`src/rtl/lcdseq_pkg.sv`:
```
// ----------------------------------------------------------------------------
// lcdseq_pkg
// Shared types, codes and the fixed power-up table of the 4-bit character
// LCD write sequencer.
// ----------------------------------------------------------------------------
package lcdseq_pkg;

  // Request kinds
  localparam logic [2:0] KIND_INIT   = 3'd0;
  localparam logic [2:0] KIND_NIBBLE = 3'd1;
  localparam logic [2:0] KIND_BYTE   = 3'd2;
  localparam logic [2:0] KIND_CHAR   = 3'd3;
  localparam logic [2:0] KIND_CURSOR = 3'd4;

  // Configuration register indexes
  localparam int unsigned CFG_IDX_W = 2;
  localparam logic [CFG_IDX_W-1:0] CFG_CHAR_WAIT     = 2'd0;
  localparam logic [CFG_IDX_W-1:0] CFG_POWER_UP_WAIT = 2'd1;

  localparam logic [15:0] CHAR_WAIT_RESET     = 16'd46;
  localparam logic [15:0] POWER_UP_WAIT_RESET = 16'd15000;

  // Queued job operations
  localparam logic [1:0] OP_INIT   = 2'd0;
  localparam logic [1:0] OP_NIBBLE = 2'd1;
  localparam logic [1:0] OP_BYTE   = 2'd2;

  localparam int unsigned QUEUE_DEPTH_DEF = 2;

  // The power-up request emits this many steps.
  localparam int unsigned INIT_STEPS = 17;
  localparam int unsigned STEP_W     = 5;

  localparam logic [7:0] CURSOR_CMD = 8'h80;

  typedef struct packed {
    logic [2:0]  kind;
    logic [7:0]  value;
    logic [15:0] delay_us;
    logic        row;
    logic [5:0]  column;
  } in_item_t;

  typedef struct packed {
    logic        reg_select;
    logic [3:0]  nibble;
    logic        strobe_res;
    logic [15:0] wait_us;
    logic        last;
  } out_item_t;

  typedef struct packed {
    logic [1:0]  op;
    logic        rs;
    logic [7:0]  data;
    logic [15:0] wait_us;
  } job_t;

  typedef struct packed {
    logic push;
    job_t job;
  } queue_wr_t;

  typedef struct packed {
    logic valid;
    job_t job;
  } queue_rd_t;

  typedef struct packed {
    logic [3:0]  nibble;
    logic [15:0] wait_us;
  } init_entry_t;

  // Strobed steps of the power-up sequence, following the leading wait.
  // Byte commands appear as high nibble (no wait) then low nibble.
  function automatic init_entry_t init_entry(input logic [3:0] idx);
    init_entry_t e;
    case (idx)
      4'd0:    e = '{4'h3, 16'd4100};
      4'd1:    e = '{4'h3, 16'd100};
      4'd2:    e = '{4'h0, 16'd0};
      4'd3:    e = '{4'h3, 16'd100};
      4'd4:    e = '{4'h0, 16'd0};
      4'd5:    e = '{4'h2, 16'd100};
      4'd6:    e = '{4'h2, 16'd0};
      4'd7:    e = '{4'h8, 16'd53};
      4'd8:    e = '{4'h0, 16'd0};
      4'd9:    e = '{4'h8, 16'd53};
      4'd10:   e = '{4'h0, 16'd0};
      4'd11:   e = '{4'h1, 16'd4000};
      4'd12:   e = '{4'h0, 16'd0};
      4'd13:   e = '{4'h6, 16'd53};
      4'd14:   e = '{4'h0, 16'd0};
      4'd15:   e = '{4'hF, 16'd53};
      default: e = '{4'h0, 16'd0};
    endcase
    return e;
  endfunction

endpackage

```
`src/rtl/char_lcd_nibble_write_sequencer.sv`:
```
// ----------------------------------------------------------------------------
// char_lcd_nibble_write_sequencer
// Turns LCD requests into enable-strobe steps for a 4-bit character bus.
// ----------------------------------------------------------------------------
// Usage:
//   in_*   : one request per beat (kind, value, delay_us, row, column).
//            in_stall rises while the job queue is full. Kinds 5 to 7 are
//            taken and dropped.
//   out_*  : one bus step per beat (reg_select, nibble, strobe_res, wait_us,
//            last); last marks the final step of a request.
//   cfg_*  : register writes, always ready. Index 0 is the character wait,
//            index 1 the power-up wait; other indexes are ignored.
// Timing: a request is written into the job queue, and its first step then
// passes from the queue head into the output register. The step sequencer
// emits one step per clock while out_stall is low; a request has 17 steps
// for power-up init, 2 for byte commands, characters and cursor moves and
// 1 for a nibble command. The queue lets further requests be taken meanwhile.
// Reset: the queue and output register empty, the character wait returns
// to 46 us and the power-up wait to 15000 us.
// While out_stall is high and a step is shown, it holds and the sequencer pauses.
// ----------------------------------------------------------------------------
module char_lcd_nibble_write_sequencer #(
  parameter int unsigned QUEUE_DEPTH = lcdseq_pkg::QUEUE_DEPTH_DEF
) (
  input  logic                              clk,
  input  logic                              rst_n,
  input  logic                              in_valid,
  output logic                              in_stall,
  input  lcdseq_pkg::in_item_t              in_data,
  output logic                              out_valid,
  input  logic                              out_stall,
  output lcdseq_pkg::out_item_t             out_data,
  input  logic                              cfg_valid,
  output logic                              cfg_ready,
  input  logic [lcdseq_pkg::CFG_IDX_W-1:0]  cfg_index,
  input  logic [15:0]                       cfg_data
);
  import lcdseq_pkg::*;

  queue_wr_t q_wr;
  queue_rd_t q_rd;
  logic      pop;
  logic      full;

  assign in_stall  = full;
  assign cfg_ready = 1'b1;

  lcdseq_front u_front (
    .clk       (clk),
    .rst_n     (rst_n),
    .in_valid  (in_valid),
    .in_stall  (in_stall),
    .in_data   (in_data),
    .cfg_valid (cfg_valid),
    .cfg_index (cfg_index),
    .cfg_data  (cfg_data),
    .q_wr      (q_wr)
  );

  lcdseq_queue #(
    .DEPTH (QUEUE_DEPTH)
  ) u_queue (
    .clk   (clk),
    .rst_n (rst_n),
    .q_wr  (q_wr),
    .pop   (pop),
    .q_rd  (q_rd),
    .full  (full)
  );

  lcdseq_back u_back (
    .clk       (clk),
    .rst_n     (rst_n),
    .q_rd      (q_rd),
    .pop       (pop),
    .out_valid (out_valid),
    .out_stall (out_stall),
    .out_data  (out_data)
  );

endmodule

```
`src/rtl/lcdseq_front.sv`:
```
// ----------------------------------------------------------------------------
// lcdseq_front
// Holds the wait registers and turns each accepted request of a known kind
// into a queued job: an operation, a register-select level, a byte and a final wait.
// ----------------------------------------------------------------------------
module lcdseq_front (
  input  logic                                   clk,
  input  logic                                   rst_n,
  input  logic                                   in_valid,
  input  logic                                   in_stall,
  input  lcdseq_pkg::in_item_t                   in_data,
  input  logic                                   cfg_valid,
  input  logic [lcdseq_pkg::CFG_IDX_W-1:0]       cfg_index,
  input  logic [15:0]                            cfg_data,
  output lcdseq_pkg::queue_wr_t                  q_wr
);
  import lcdseq_pkg::*;

  logic [15:0] char_wait_r;
  logic [15:0] power_up_wait_r;
  job_t        job;
  logic        known;

  always_ff @(posedge clk) begin
    if (!rst_n) begin
      char_wait_r     <= CHAR_WAIT_RESET;
      power_up_wait_r <= POWER_UP_WAIT_RESET;
    end else if (cfg_valid) begin
      if (cfg_index == CFG_CHAR_WAIT) begin
        char_wait_r <= cfg_data;
      end else if (cfg_index == CFG_POWER_UP_WAIT) begin
        power_up_wait_r <= cfg_data;
      end
    end
  end

  always_comb begin
    job   = '{OP_BYTE, 1'b0, in_data.value, in_data.delay_us};
    known = 1'b1;
    case (in_data.kind)
      KIND_INIT: begin
        job = '{OP_INIT, 1'b0, 8'h00, power_up_wait_r};
      end
      KIND_NIBBLE: begin
        job.op = OP_NIBBLE;
      end
      KIND_BYTE: begin
        job.op = OP_BYTE;
      end
      KIND_CHAR: begin
        job.rs      = 1'b1;
        job.wait_us = char_wait_r;
      end
      KIND_CURSOR: begin
        // Set DDRAM address: bit 7 set, row in bit 6, column below it.
        job.data    = CURSOR_CMD | {1'b0, in_data.row, in_data.column};
        job.wait_us = 16'd0;
      end
      default: begin
        known = 1'b0;
      end
    endcase
  end

  // Unused kinds are taken from the channel but never queued.
  assign q_wr.push = in_valid && !in_stall && known;
  assign q_wr.job  = job;

endmodule

```
`src/rtl/lcdseq_queue.sv`:
```
// ----------------------------------------------------------------------------
// lcdseq_queue
// Short job queue between the front and the step sequencer.
// ----------------------------------------------------------------------------
module lcdseq_queue #(
  parameter int unsigned DEPTH = lcdseq_pkg::QUEUE_DEPTH_DEF
) (
  input  logic                  clk,
  input  logic                  rst_n,
  input  lcdseq_pkg::queue_wr_t q_wr,
  input  logic                  pop,
  output lcdseq_pkg::queue_rd_t q_rd,
  output logic                  full
);
  import lcdseq_pkg::*;

  localparam int unsigned PTR_W = (DEPTH > 1) ? $clog2(DEPTH) : 1;
  localparam int unsigned CNT_W = $clog2(DEPTH + 1);
  localparam logic [PTR_W-1:0] PTR_LAST = PTR_W'(DEPTH - 1);

  job_t             slots_r [DEPTH];
  logic [PTR_W-1:0] wr_ptr_r;
  logic [PTR_W-1:0] rd_ptr_r;
  logic [CNT_W-1:0] count_r;
  logic             empty;

  assign empty      = (count_r == '0);
  assign full       = (count_r == CNT_W'(DEPTH));
  assign q_rd.valid = !empty;
  assign q_rd.job   = slots_r[rd_ptr_r];

  always_ff @(posedge clk) begin
    if (q_wr.push) begin
      slots_r[wr_ptr_r] <= q_wr.job;
    end
  end

  always_ff @(posedge clk) begin
    if (!rst_n) begin
      wr_ptr_r <= '0;
      rd_ptr_r <= '0;
      count_r  <= '0;
    end else begin
      if (q_wr.push) begin
        wr_ptr_r <= (wr_ptr_r == PTR_LAST) ? '0 : wr_ptr_r + 1'b1;
      end
      if (pop) begin
        rd_ptr_r <= (rd_ptr_r == PTR_LAST) ? '0 : rd_ptr_r + 1'b1;
      end
      if (q_wr.push && !pop) begin
        count_r <= count_r + 1'b1;
      end else if (pop && !q_wr.push) begin
        count_r <= count_r - 1'b1;
      end
    end
  end

  a_count_bound: assert property (@(posedge clk) disable iff (!rst_n)
    count_r <= CNT_W'(DEPTH))
    else $error("queue count beyond depth");

  a_no_overflow: assert property (@(posedge clk) disable iff (!rst_n)
    !(q_wr.push && full))
    else $error("push into a full queue");

  a_no_underflow: assert property (@(posedge clk) disable iff (!rst_n)
    !(pop && empty))
    else $error("pop from an empty queue");

endmodule

```
`src/rtl/lcdseq_back.sv`:
```
// ----------------------------------------------------------------------------
// lcdseq_back
// Step sequencer: walks the job at the head of the queue one bus step per
// cycle, while the output is not stalled, into the output register and releases the job after its last step.
// ----------------------------------------------------------------------------
module lcdseq_back (
  input  logic                   clk,
  input  logic                   rst_n,
  input  lcdseq_pkg::queue_rd_t  q_rd,
  output logic                   pop,
  output logic                   out_valid,
  input  logic                   out_stall,
  output lcdseq_pkg::out_item_t  out_data
);
  import lcdseq_pkg::*;

  localparam logic [STEP_W-1:0] INIT_LAST = STEP_W'(INIT_STEPS - 1);

  logic [STEP_W-1:0] step_r;
  logic [STEP_W-1:0] step_nxt;
  logic              out_valid_r;
  out_item_t         out_data_r;
  out_item_t         item;
  init_entry_t       entry;
  logic              can_load;
  logic              emit;

  assign can_load = !out_valid_r || !out_stall;
  assign emit     = q_rd.valid && can_load;
  assign pop      = emit && item.last;
  assign step_nxt = item.last ? '0 : step_r + 1'b1;

  always_comb begin
    entry = init_entry(4'(step_r - 1'b1));
    item  = '{q_rd.job.rs, q_rd.job.data[3:0], 1'b1, q_rd.job.wait_us, 1'b1};
    case (q_rd.job.op)
      OP_INIT: begin
        if (step_r == '0) begin
          // Leading power-up wait, no enable pulse.
          item = '{1'b0, 4'h0, 1'b0, q_rd.job.wait_us, 1'b0};
        end else begin
          item = '{1'b0, entry.nibble, 1'b1, entry.wait_us, step_r == INIT_LAST};
        end
      end
      OP_NIBBLE: begin
        item.last = 1'b1;
      end
      OP_BYTE: begin
        if (step_r == '0) begin
          item.nibble  = q_rd.job.data[7:4];
          item.wait_us = 16'd0;
          item.last    = 1'b0;
        end
      end
      default: begin
        item.last = 1'b1;
      end
    endcase
  end

  always_ff @(posedge clk) begin
    if (emit) begin
      out_data_r <= item;
    end
  end

  always_ff @(posedge clk) begin
    if (!rst_n) begin
      step_r      <= '0;
      out_valid_r <= 1'b0;
    end else begin
      if (emit) begin
        step_r      <= step_nxt;
        out_valid_r <= 1'b1;
      end else if (!out_stall) begin
        out_valid_r <= 1'b0;
      end
    end
  end

  assign out_valid = out_valid_r;
  assign out_data  = out_data_r;

  a_step_bound: assert property (@(posedge clk) disable iff (!rst_n)
    step_r <= INIT_LAST)
    else $error("step counter beyond the longest sequence");

  a_step_has_job: assert property (@(posedge clk) disable iff (!rst_n)
    step_r != '0 |-> q_rd.valid)
    else $error("sequence in progress without a job at the queue head");

  a_pop_resets_step: assert property (@(posedge clk) disable iff (!rst_n)
    pop |=> step_r == '0)
    else $error("step counter not cleared after the last step");

endmodule

```
`config.mk`:
```
export PLATFORM = sky130hd
export DESIGN_NAME = char_lcd_nibble_write_sequencer
export DESIGN_NICKNAME = d
export VERILOG_FILES = /design/src/rtl/lcdseq_pkg.sv /design/src/rtl/char_lcd_nibble_write_sequencer.sv /design/src/rtl/lcdseq_front.sv /design/src/rtl/lcdseq_queue.sv /design/src/rtl/lcdseq_back.sv
export SDC_FILE = /design/constraint.sdc
export NUM_CORES = 1
export LEC_CHECK = 0
export BUFFER_PORTS_ARGS = -buffer_cell sky130_fd_sc_hd__buf_2
export CAP_MARGIN = 20
export CORE_MARGIN = 4
export CORE_UTILIZATION = 53
export CTS_CLUSTER_DIAMETER = 40
export DETAILED_ROUTE_END_ITERATION = 10
export GPL_ROUTABILITY_DRIVEN = 0
export PLACE_DENSITY = 0.86
export SLEW_MARGIN = 25
export SYNTH_ARGS = -nofsm -noshare
export SYNTH_HDL_FRONTEND = slang
export SYNTH_HIERARCHICAL = 1
export SYNTH_SLANG_ARGS = --single-unit
```
`constraint.sdc`:
```
create_clock -name clk -period 3.7 [get_ports clk]
set_input_delay 0.185 -clock clk [delete_from_list [all_inputs] [get_ports clk]]
set_output_delay 0.185 -clock clk [all_outputs]
set_load 0.005 [all_outputs]
```
# Yosys cells after proc, flatten, opt, wreduce, memory -nomap -nowiden
# Memories as Yosys holds them, arrays and structs flattened. A register that Yosys moved wholly into a read port is not among the register bits.
# Index checks and enable logic that the tools add are counted.
# W data, S select, Z words.
[word_totals]
regBits = 65
ramBits = 54
romBits = 240
in_bits = 57
wordCells = 75
memories = 2
[mem_list]
columns = ["name", "depth", "width", "rd", "rd_clocked_by_memory_dff", "write_ports", "line_no", "text"]
rows = [
  ["(no name shown)", 16, 15, 1, 0, 0, "lcdseq_pkg.sv:78", "case (idx)"],
  ["u_queue.slots_r", 2, 27, 1, 1, 1, "lcdseq_queue.sv:21", "job_t slots_r [DEPTH];"],
]
[classes]
add_sub_neg = 6
eq_ne = 9
n_mux = 23
bitwise = 1
n_reduce_logical = 22
[ops]
columns = ["op", "count"]
rows = [
  ["$pmux W16 S3", 1],
  ["$pmux W16 S2", 1],
  ["$mux W22", 1],
  ["$mux W17", 1],
  ["$pmux W8 S2", 1],
  ["$mux W1", 11],
  ["$pmux W4 S2", 1],
  ["$eq A3 B2 Y1 const B", 2],
  ["$logic_and A1 B1 Y1", 6],
  ["$logic_not A1 Y1", 6],
  ["$logic_not A2 Y1", 3],
  ["$add A5 B1 Y5 const B", 1],
  ["$eq A5 B5 Y1 const B", 1],
  ["$logic_not A5 Y1", 1],
  ["$mux W5", 1],
  ["$reduce_or A5 Y1", 1],
  ["$eq A2 B2 Y1 const B", 2],
  ["$mux W2", 2],
  ["$mux W4", 1],
  ["$pmux W2 S2", 1],
  ["$sub A4 B1 Y4 const B", 1],
  ["$eq A3 B1 Y1 const B", 1],
  ["$eq A3 B3 Y1 const B", 1],
  ["$logic_not A3 Y1", 1],
  ["11 further kinds", 12],
]

# Logic depth before layout (Yosys ltp)
[depth]
depth_word = 8
depth_mapped = 11
depth_no_buf = 10

# Cells and area by module
# Netlist, hierarchy kept.
[by_module_without_submodules]
columns = ["module", "n_inst", "cells_each", "area_per_inst_um2"]
rows = [
  ["lcdseq_queue", 1, 106, 2174.6],
  ["lcdseq_front", 1, 245, 1749.2],
  ["lcdseq_back", 1, 149, 1675.4],
  ["char_lcd_nibble_write_sequencer", 1, 2, 11.3],
]

# Least setup slack after synthesis
# Ideal clock, no wire load.
[synth_path]
path_kind = "input port to flip-flop"
from = "in in_data[32] (netlist name)"
to = "mem u_queue/slots_r[0][0] (netlist name) (enable)"
setup_time_ns = 0.415
t_arrival_ns = 2.289
t_required_ns = 3.285
setup_slack_ns = 0.996
stages = 6
n_path_buf = 3
cell_sequence = "buf_2 or2_1 buf_6 buf_6 a21oi_2 nor2b_1"
[synth_lines]
columns = ["item", "line_no", "text"]
rows = [
  ["start: declaration", "char_lcd_nibble_write_sequencer.sv:29", "input lcdseq_pkg::in_item_t in_data,"],
  ["end: declaration", "lcdseq_queue.sv:21", ""],
]

# Final worst setup path
[layout_path]
from = "reg u_back.step_r[0]"
to = "reg u_queue.count_r[1]"
[layout_via]
elab_chain_len = 7
elab_cells_between_ends = 11
classes_between = "eq/ne: 1; mux: 4; reduce/logical: 6"
[layout_lines]
columns = ["item", "line_no", "text"]
rows = [
  ["start: declaration", "lcdseq_back.sv:19", "logic [STEP_W-1:0] step_r;"],
  ["start signal: assignment", "lcdseq_back.sv:73", "step_r <= step_nxt;"],
  ["$eq A5 B5 Y1 or $logic_not A5 Y1 (tied branches)", "lcdseq_back.sv:42, lcdseq_back.sv:38, lcdseq_back.sv:49", ""],
  ["$mux W22 or $mux W17 (tied branches)", "lcdseq_back.sv:38, lcdseq_back.sv:49", ""],
  ["$pmux W1 S2 *", "lcdseq_back.sv:36", "case (q_rd.job.op)"],
  ["$logic_and A1 B1 Y1 *", "lcdseq_back.sv:30", "assign pop = emit && item.last;"],
  ["via pop", "char_lcd_nibble_write_sequencer.sv:42", "logic pop;"],
  ["$logic_not A1 Y1", "lcdseq_queue.sv:50", "if (q_wr.push && !pop) begin"],
  ["$logic_and A1 B1 Y1", "lcdseq_queue.sv:50", ""],
  ["$mux W2 or $reduce_bool A2 Y1 (tied branches)", "-", ""],
  ["end signal: assignment", "lcdseq_queue.sv:51", "count_r <= count_r + 1'b1;"],
  ["end signal: assignment", "lcdseq_queue.sv:53", "count_r <= count_r - 1'b1;"],
  ["end: declaration", "lcdseq_queue.sv:24", "logic [CNT_W-1:0] count_r;"],
]
# The timed path passes the listed nets; every way through them passes the cells marked *.
# A chain may end at the register's enable or synchronous reset.

==> results.py <==
metrics = {
    "final_layout": {
        "nNetsFinal": 659,
        "final_util": 0.656,
        "final_cells": 745,
        "layout-drive-gt1-share": 0.274,
        "area_growth_pct": 20.7,
        "fillers": 718,
        "design_area_mm2": 0.00677,
        "antennaDiodeCount": 0,
    },
    "yosys": {
        "synth_seq_area_share": 0.566,
        "synthAdderAreaFrac": 0.0134,
        "post-synth-top-area-cell": "edfxtp_1",
        "synth.avg_cell_area_um2": 11.2,
        "syn_nets": 565,
        "synthArstFlopShare": 0,
        "synthMuxAreaShare": 0.0622,
        "synth_xor_area_frac": 0.0187,
        "synth.distinct_cells": 67,
        "synth-seq-cells": 120,
        "synthesis.instances": 502,
        "ys.flop_type": "edfxtp_1",
        "syn_area_mm2": 0.00561,
        "synth_compound_area_frac": 0.105,
        "synthSimpleGateAreaFrac": 0.189,
        "yosys.area.top_type_share": 0.412,
        "yosysWarnings": 6,
        "synth-edff-count": 77,
        "yosys-top-cells-area": "edfxtp_1 41%, dfxtp_1 15%, nand2_1 6.6%",
        "synth_top_family_by_area": "simple AND/OR/NAND/NOR gates",
    },
    "pwr": {
        "p_comb_frac": 0.281,
        "clock_power_share": 0.318,
        "p_seq_frac": 0.402,
        "p_sw_frac": 0.311,
        "vdd_drop_max_uv": 373,
        "p_switching_mw": 1.43,
        "power_mw": 4.61,
        "cell_internal_pwr_mw": 3.18,
        "power_leakage_nw": 2.66,
        "power_density_mw_per_mm2": 681,
    },
    "critical_path": {
        "cp-end-kind": "register",
        "startpoint_type": "register",
        "r2r_slack_ns": 0.86,
        "worst_r2r_path_depth": 9,
        "path_class": "register to register",
        "critPathArrivalTime_ns": 3.28,
        "cp_max_fo": 11,
        "rr_startpoint": "u_back/step_r[0]",
        "r2r_end": "u_queue/count_r[1]",
        "crit_required_ns": 4.13,
    },
    "die": {
        "die-width_um": 111,
        "core_area_mm2": 0.0103,
        "die_area_mm2": 0.0123,
        "die_h_um": 111,
        "io_pins": 83,
        "start_util": 0.543,
        "rows": 37,
    },
    "run_status": {
        "status": "finished, final reports clean",
    },
    "route": {
        "initialDrtViolationCount": 286,
        "routed_via_density": 5.66,
        "firstDrtPassIters": 5,
        "ant_nets": 0,
        "wl_per_cell_um": 16.3,
        "vias": 4214,
        "drcViolationCount": 0,
        "finalWirelength_mm": 12.1,
    },
    "min_path": {
        "holdPathEnd": "u_queue/slots_r[1][22]",
        "min_path_cells": 3,
        "min_from": "in_data[6]",
        "hold_path_class": "input pin to register",
    },
    "clock_tree": {
        "hold_buffers": 25,
        "clock_sinks": 120,
        "ctsResizeCount": 0,
        "clk_pin_slew_ns": 0.06,
        "cts_buffers": 17,
        "clk_latency_ns": 0.51,
        "cts_max_level": 4,
        "cts_setup_buffers": 0,
        "cts_root_buffer": "clkbuf_8",
        "cts_tree": "done",
        "cts_buffer_depth": 2,
    },
    "sta": {
        "fin_skew_ns": 0.00736,
        "tns_ns": 0,
        "hold_slack_ns": 0.0598,
        "setup_viol": 0,
        "grt_setup_unrepaired": "false",
        "timing_hold_violations_final": 0,
        "tightest_slew_ns": 0.957,
        "report.final.slew_viol_count": 0,
        "fin_crit_ns": 2.84,
        "maxSlewHeadroom": 0.344,
        "fin_crit_sh": 0.769,
        "max_freq_mhz": 352,
        "setup_slack_ns": 0.856,
    },
    "grt": {
        "grt_pass1_wl_mm": 20.0,
        "overflow": 0,
        "grtUsageTotal": 0.202,
        "grt_pass1_vias": 4046,
        "antenna_found_initial": 0,
        "grt_max_degree": 55,
    },
    "job": {
        "maxCapViolations": 0,
    },
    "placed_design": {
        "place_ws_ns": 0.966,
        "dp_hpwl_mm": 7.90,
        "postPlaceCellArea_mm2": 0.00598,
        "io_buffers": 81,
        "post-place-cells": 688,
    },
}
-- layout by cell type, fill, tap and decap left out, types with 3 or more instances in the layout --
| master | count |
|---|---|
| a21oi_1 | 3 |
| a221oi_1 | 16 |
| a31oi_1 | 17 |
| and2_1 | 13 |
| buf_2 | 81 |
| buf_4 | 3 |
| clkbuf_16 | 17 |
| clkinv_2 | 3 |
| dfxtp_1 | 43 |
| dlygate4sd3_1 | 25 |
| edfxtp_1 | 77 |
| ha_1 | 6 |
| inv_1 | 6 |
| inv_4 | 6 |
| mux2_2 | 27 |
| mux2i_1 | 3 |
| nand2_1 | 99 |
| nand3_1 | 42 |
| nor2_1 | 14 |
| nor2b_1 | 4 |
| nor3_1 | 6 |
| nor3b_2 | 3 |
| o211ai_1 | 5 |
| o21ai_0 | 10 |
| o21ai_1 | 16 |
| xor2_1 | 5 |
-- final cells by class --
cell class	count	area, um^2	share of cell area
Multi-Input combinational cell	341	2180	0.323
Clock buffer	19	453	0.0669
Inverter	7	26.3	0.00388
Sequential cell	120	3170	0.469
Tap cell	136	170	0.0251
Clock inverter	13	87.6	0.0129
Timing Repair Buffer	109	678	0.100
-- per-layer routing --
layer	part of all wire	vias to the layer above	track usage	routed length (um)
met3	0.065	30	0.0573	785
li1	-	2018	-	-
met5	0	-	0	0
met1	0.41	1971	0.248	4990
met4	0.024	0	0.0837	297
met2	0.50	195	0.335	6060
-- cell families (layout without fill, tap and decap cells) --
| group | Yosys count | after routing |
|---|---|---|
| simple gates | 210 | 210 |
| compound gates | 84 | 84 |
| mux | 31 | 31 |
| other cells | 1 | 1 |
| fa+ha+maj | 6 | 6 |
| xor+xnor | 9 | 9 |
| flops | 120 | 120 |
| buf+inv | 41 | 148 |
-- state kept, by name, indices dropped and copies added, names as in the netlist, named ones only --
name and cells:
u_queue/wr_ptr_r 1, u_queue/rd_ptr_r 1, u_back/out_data 23, u_back/out_valid 1, u_queue/count_r 2, u_queue/slots_r 54
u_front/power_up_wait_r 16, u_back/step_r 5, u_front/char_wait_r 16
-- critical path, cell delays in order (launching register included) --
cell and delay [ns]:
dfxtp_1 0.43, inv_1 0.21, ha_1 0.35, or3b_1 0.39, a211oi_2 0.34, nor2_1 0.12, inv_1 0.08, ha_1 0.25
or3_1 0.38, a21boi_1 0.20
-- power groups by stage --
stage / Combinational, mW / Clock [mW] / Sequential, mW
final: 1.29 / 1.46 / 1.85
after global routing: 1.42 / 1.56 / 1.88
after CTS: 1.29 / 1.49 / 1.85
after detailed placement: 1.26 / 0 / 1.88
after global placement: 1.21 / 0 / 1.87
after floorplan: 0.955 / 0 / 1.85
-- synthesized netlist by cell type (all sizes together) (2+ instances only) --
cell type / number
ha: 6
a221oi: 16
a32oi: 2
clkbuf: 9
nand3b: 2
o21ai: 27
nor2: 17
mux2i: 3
xnor2: 2
mux2: 28
o21a: 2
buf: 25
o211ai: 5
and2b: 2
or3b: 2
edfxtp: 77
or2: 4
a21oi: 4
nor3b: 4
inv: 7
nand4: 2
dfxtp: 43
nand3: 42
nor2b: 5
a22oi: 2
and2: 14
nand2: 100
nor3: 8
nand2b: 2
a31oi: 18
xor2: 7
-- worst max-delay path by stage --
stage,startpoint,to
floorplan,in_data[32],u_queue/slots_r[0][0]
global placement,u_back/step_r[0],u_queue/count_r[1]
detailed placement,u_back/step_r[0],u_queue/count_r[1]
CTS,u_back/step_r[0],u_queue/count_r[1]
global route,u_back/step_r[0],u_queue/count_r[1]
finish,u_back/step_r[0],u_queue/count_r[1]
No activity file was read; power rests on OpenSTA's default activity.
